--- src/rtl/lif_pkg.sv ---
// Package for the LIF spiking network engine.
// Shared constants, sequencer types and fixed-point helpers; no dependencies.
`default_nettype none

package lif_pkg;

    localparam int MAX_NEURONS_DEF  = 64;
    localparam int MAX_SYNAPSES_DEF = 256;
    localparam int MAX_DELAY_DEF    = 32;

    localparam logic [6:0]  RST_NEURON_COUNT  = 7'd64;
    localparam logic [8:0]  RST_SYNAPSE_COUNT = 9'd0;
    localparam logic [15:0] RST_TICK_SCALE    = 16'd655;
    localparam logic [7:0]  RST_REFRACT       = 8'd10;

    localparam logic [1:0] CFG_NEURON_COUNT  = 2'd0;
    localparam logic [1:0] CFG_SYNAPSE_COUNT = 2'd1;
    localparam logic [1:0] CFG_TICK_SCALE    = 2'd2;
    localparam logic [1:0] CFG_REFRACT       = 2'd3;

    typedef enum logic [1:0] {
        ACT_NEURON  = 2'd0,
        ACT_SYNAPSE = 2'd1,
        ACT_STIM    = 2'd2,
        ACT_TICK    = 2'd3
    } t_action;

    typedef enum logic [3:0] {
        ST_CLR,
        ST_IDLE,
        ST_SYN_RD,
        ST_SYN_FETCH,
        ST_SYN_UPD,
        ST_NRN_RD,
        ST_NRN_MUL1,
        ST_NRN_MUL2,
        ST_NRN_UPD,
        ST_DONE
    } t_state;

    typedef struct packed {
        logic clr_step;
        logic item_acc;
        logic tick_begin;
        logic syn_rd;
        logic syn_fetch;
        logic syn_upd;
        logic nrn_rd;
        logic nrn_mul1;
        logic nrn_mul2;
        logic nrn_upd;
        logic cnt_rst;
        logic cnt_inc;
        logic fired_clr;
        logic res_item;
        logic res_tick;
    } t_cmd;

    typedef struct packed {
        logic clr_last;
        logic syn_none;
        logic syn_last;
        logic nrn_none;
        logic nrn_last;
    } t_status;

    localparam logic signed [39:0] Q_MAX = 40'sd8388607;
    localparam logic signed [39:0] Q_MIN = -40'sd8388608;

    function automatic logic signed [23:0] sat24(input logic signed [39:0] x);
        logic signed [23:0] r;
        if (x > Q_MAX)      r = 24'sh7fffff;
        else if (x < Q_MIN) r = 24'sh800000;
        else                r = x[23:0];
        return r;
    endfunction

endpackage

`default_nettype wire

--- src/rtl/lif_ctrl.sv ---
// Sequencer for the LIF network engine: item accept, clearing pass, tick walk.
// Depends on lif_pkg; drives lif_dp through t_cmd and reads t_status.
`default_nettype none

module lif_ctrl (
    input  wire logic            i_clk,
    input  wire logic            i_rst_n,
    input  wire logic            i_start,
    input  wire logic [1:0]      i_action,
    input  lif_pkg::t_status     i_status,
    output lif_pkg::t_cmd        o_cmd,
    output logic                 o_busy
);

    lif_pkg::t_state r_state, n_state;

    always_ff @(posedge i_clk) begin
        if (!i_rst_n) r_state <= lif_pkg::ST_CLR;
        else          r_state <= n_state;
    end

    always_comb begin
        n_state = r_state;
        o_cmd   = '0;
        unique case (r_state)
            lif_pkg::ST_CLR: begin
                o_cmd.clr_step = 1'b1;
                if (i_status.clr_last) begin
                    o_cmd.cnt_rst = 1'b1;
                    n_state = lif_pkg::ST_IDLE;
                end else begin
                    o_cmd.cnt_inc = 1'b1;
                end
            end
            lif_pkg::ST_IDLE: begin
                if (i_start) begin
                    if (lif_pkg::t_action'(i_action) == lif_pkg::ACT_TICK) begin
                        o_cmd.tick_begin = 1'b1;
                        o_cmd.cnt_rst    = 1'b1;
                        if (!i_status.syn_none) begin
                            n_state = lif_pkg::ST_SYN_RD;
                        end else begin
                            o_cmd.fired_clr = 1'b1;
                            n_state = i_status.nrn_none ? lif_pkg::ST_DONE
                                                        : lif_pkg::ST_NRN_RD;
                        end
                    end else begin
                        o_cmd.item_acc = 1'b1;
                        o_cmd.res_item = 1'b1;
                    end
                end
            end
            lif_pkg::ST_SYN_RD: begin
                o_cmd.syn_rd = 1'b1;
                n_state = lif_pkg::ST_SYN_FETCH;
            end
            lif_pkg::ST_SYN_FETCH: begin
                o_cmd.syn_fetch = 1'b1;
                n_state = lif_pkg::ST_SYN_UPD;
            end
            lif_pkg::ST_SYN_UPD: begin
                o_cmd.syn_upd = 1'b1;
                if (i_status.syn_last) begin
                    o_cmd.cnt_rst   = 1'b1;
                    o_cmd.fired_clr = 1'b1;
                    n_state = i_status.nrn_none ? lif_pkg::ST_DONE : lif_pkg::ST_NRN_RD;
                end else begin
                    o_cmd.cnt_inc = 1'b1;
                    n_state = lif_pkg::ST_SYN_RD;
                end
            end
            lif_pkg::ST_NRN_RD: begin
                o_cmd.nrn_rd = 1'b1;
                n_state = lif_pkg::ST_NRN_MUL1;
            end
            lif_pkg::ST_NRN_MUL1: begin
                o_cmd.nrn_mul1 = 1'b1;
                n_state = lif_pkg::ST_NRN_MUL2;
            end
            lif_pkg::ST_NRN_MUL2: begin
                o_cmd.nrn_mul2 = 1'b1;
                n_state = lif_pkg::ST_NRN_UPD;
            end
            lif_pkg::ST_NRN_UPD: begin
                o_cmd.nrn_upd = 1'b1;
                if (i_status.nrn_last) begin
                    o_cmd.cnt_rst = 1'b1;
                    n_state = lif_pkg::ST_DONE;
                end else begin
                    o_cmd.cnt_inc = 1'b1;
                    n_state = lif_pkg::ST_NRN_RD;
                end
            end
            lif_pkg::ST_DONE: begin
                o_cmd.res_tick = 1'b1;
                n_state = lif_pkg::ST_IDLE;
            end
            default: n_state = lif_pkg::ST_IDLE;
        endcase
    end

    assign o_busy = (r_state != lif_pkg::ST_IDLE);

endmodule

`default_nettype wire

--- config.mk ---
export PLATFORM = sky130hd
export DESIGN_NAME = lif_ctrl
export DESIGN_NICKNAME = d
export VERILOG_FILES = /design/src/rtl/lif_pkg.sv /design/src/rtl/lif_ctrl.sv
export SDC_FILE = /design/constraint.sdc
export NUM_CORES = 1
export LEC_CHECK = 0
export BUFFER_PORTS_ARGS = -buffer_cell sky130_fd_sc_hd__buf_2
export CAP_MARGIN = 20
export CORE_AREA = 2 2 39 41
export DETAILED_ROUTE_END_ITERATION = 7
export DIE_AREA = 0 0 41 43
export PLACE_DENSITY = 0.72
export SYNTH_ARGS = -nofsm -noshare
export SYNTH_HDL_FRONTEND = slang
export SYNTH_SLANG_ARGS = --single-unit
--- constraint.sdc ---
create_clock -name i_clk -period 3.14 [get_ports i_clk]
set_input_delay 0.157 -clock i_clk [delete_from_list [all_inputs] [get_ports i_clk]]
set_output_delay 0.157 -clock i_clk [all_outputs]
set_load 0.005 [all_outputs]
==> results by group <==
STA
  – Final setup vio count: 0
  – Final slew viol count: 0
  – Tightest Pin Transition: 0.5616 ns
  – Tmin final: 1.898 ns
  – Final hold violations: 0
  – Slew headroom: 62.51%
  – RSZ-0062 raised after global routing: no
  – Worst Clk Skew: 0.004296 ns
  – Fmax: 526.9 MHz
  – Setup TNS: 0 ns
  – Crit share post-route: 60.44%

Synth
  – Post-synth top flop: dfxtp_1
  – Async SR Flop Fraction: 0%
  – Yosys warnings: 0
  – Synth area leaders: dfxtp_1, nor4b_2, nand2b_1
  – EDFF count, synth: 0
  – Register area share after synthesis: 16.33%
  – Syn avg cell area: 7.431 sq um
  – Post-Syn Nets: 76
  – Post-synthesis cell area: 490.5 sq um
  – Post-synth top area cell: dfxtp_1
  – Library cells used by synthesis: 37
  – Synthesis-stage register bit count: 4
  – Top cell type's share of synthesized area: 16.33%
  – Mapped Cells: 66

Clock tree
  – CTS clock-pin slew for the worst setup and hold paths: 0.04 ns
  – Clk buf depth: 2
  – CTS Hold Buffers Added: 0
  – TritonCTS Buffers: 3
  – Num Clock Sinks: 4
  – CTS tree: done
  – Worst skew pair latency: 0.24 ns
  – CTS H-tree depth: 1
  – Root Driver: clkbuf_4
  – Resized cells post-CTS: 0
  – Post-CTS Setup Repair Bufs: 0

Die
  – Initial core utilization: 35.44%
  – Num rows: 14
  – Die Width: 41 um
  – Die Footprint: 1763 sq um
  – I/O pin cnt: 26
  – Die H: 43 um
  – Core area: 1384 sq um

Critical path
  – Crit path buf inv count: 1
  – CP cell instances: or2_1 -> nor2_1 -> a221o_1 -> buf_2
  – CP Class: register to output pin
  – Arrival @ worst endpoint: 1.74 ns
  – CP max FO: 15
  – CP top delay family: flip-flops
  – Largest stage delay on the critical path: 0.63 ns
  – Required time of the worst setup path: 2.98 ns
  – Crit end category: output pin
  – Worst Setup SP: r_state[1]$_SDFFE_PN0P_
  – Startpoint Class: register
  – CP max stage cell: dfxtp_1
  – Crit Reg-Reg Startpoint: r_state[1]$_SDFFE_PN0P_

GRT
  – Grt total ovfl: 0
  – Global Route Usage Sum: 16.23%
  – Wire length of the first global-routing pass: 1973 um
  – Number of antenna violations at the first check in global routing: 0
  – Vias in the first global route: 450
  – Largest net degree at the start of global routing: 19

Drt
  – Drt wl/cell: 12.68 um
  – DRC: 0
  – Initial DRC count: 26
  – DRT Pass-1 Iters: 4
  – DRT antenna net count: 0
  – DRT Wirelength: 1306 um
  – Via density: 5.515
  – Total vias in the final route: 568

Outcome
  – Outcome: finished clean

Cells and area
  – Layout cells sized above 1: 37.93%
  – # diodes: 0
  – Max reg flops: 4
  – Commonest cells after routing, fill and taps aside: buf_2, nand2_1, nor2_1
  – Most common cell after layout, fill and taps aside: buf_2
  – Layout net count: 99
  – Area delta synth->final: 25.26%
  – Largest Register: r_state
  – Top Registers: r_state x4

Place
  – DP HPWL: 949.7 um
  – GP Congestion: 0.8019
  – I/O Buffers: 25

Hold path
  – Hold Crit Start: i_rst_n
  – Hold Crit Class: input port to register

Pwr
  – VDD IR-drop max: 0.0002275 V
  – Tot Pwr: 0.1610 mW
  – Leakage: 0.2938 nW
  – P per Cell Area: 262.0 nW/um^2

Flow run
  – Total of max-cap violations: 0
Yosys cell counts (2+ instances only):
library cell / instances
a2111o_1: 2
a211oi_1: 2
a21oi_1: 2
a31oi_1: 2
and3_1: 2
buf_4: 2
clkbuf_1: 2
dfxtp_1: 4
inv_1: 4
nand2_1: 5
nand2b_1: 4
nand3b_1: 2
nor2_1: 5
nor2b_1: 2
nor3_1: 3
nor4b_2: 2
layer usage:
layer / global-route usage [%] / wire length [um] / vias to the layer above
met5: 0 / 0 / -
met4: 2.000 / 0 / 0
met3: 9.948 / 115 / 0
met2: 22.19 / 567 / 25
met1: 22.04 / 624 / 256
li1: - / - / 287
per-stage QoR:
stage	hold WS, ns	utilization, %	std cells	setup slack [ns]	cell area, sq um
6_report	0.1973	44.39	103	1.242	614.3
5_1_grt	0.1883	44.39	103	1.072	614.3
4_1_cts	0.1920	44.39	103	1.264	614.3
3_5_place_dp	0.4379	42.77	100	1.531	591.8
3_3_place_gp	0.4378	42.77	100	1.532	591.8
2_1_floorplan	0.2882	-	66	1.787	490.5
path summary, 6_finish.rpt:
path	cells past startpoint	end	slack, ns
worst max-delay path	4	o_cmd[4]	1.24
worst min-delay path	3	r_state[1]$_SDFFE_PN0P_	0.20
worst max register to register	3	r_state[0]$_SDFFE_PN0P_	1.59
worst min register to register	3	r_state[3]$_SDFFE_PN0P_	0.81
worst min-delay path, cell delays in order:
cell      delay [ns]
buf_2           0.12
nand2b_1        0.06
nor4b_1         0.04
final cells by class:
type	instances	area (sq um)
Clock buffer	3	22.52
Fill cell	148	769.5
Inverter	4	15.01
Multi-Input combinational cell	51	351.6
Sequential cell	4	80.08
Tap cell	16	20.02
Timing Repair Buffer	25	125.1
kinds of logic (layout without fill, tap and decap cells):
kind of cell / after synthesis / after routing / share of synthesized area, %
simple gates: 34 / 34 / 43.62
compound gates: 16 / 16 / 26.02
buf+inv: 11 / 32 / 11.99
flops: 4 / 4 / 16.33
mux: 1 / 1 / 2.041
where the power goes:
group / switching, mW / total (mW) / internal [mW]
sequential: 0.00607 / 0.0586 / 0.0525
combinational: 0.0186 / 0.0396 / 0.0210
clock: 0.0202 / 0.0628 / 0.0427
Power figures use the tool's default switching activity.
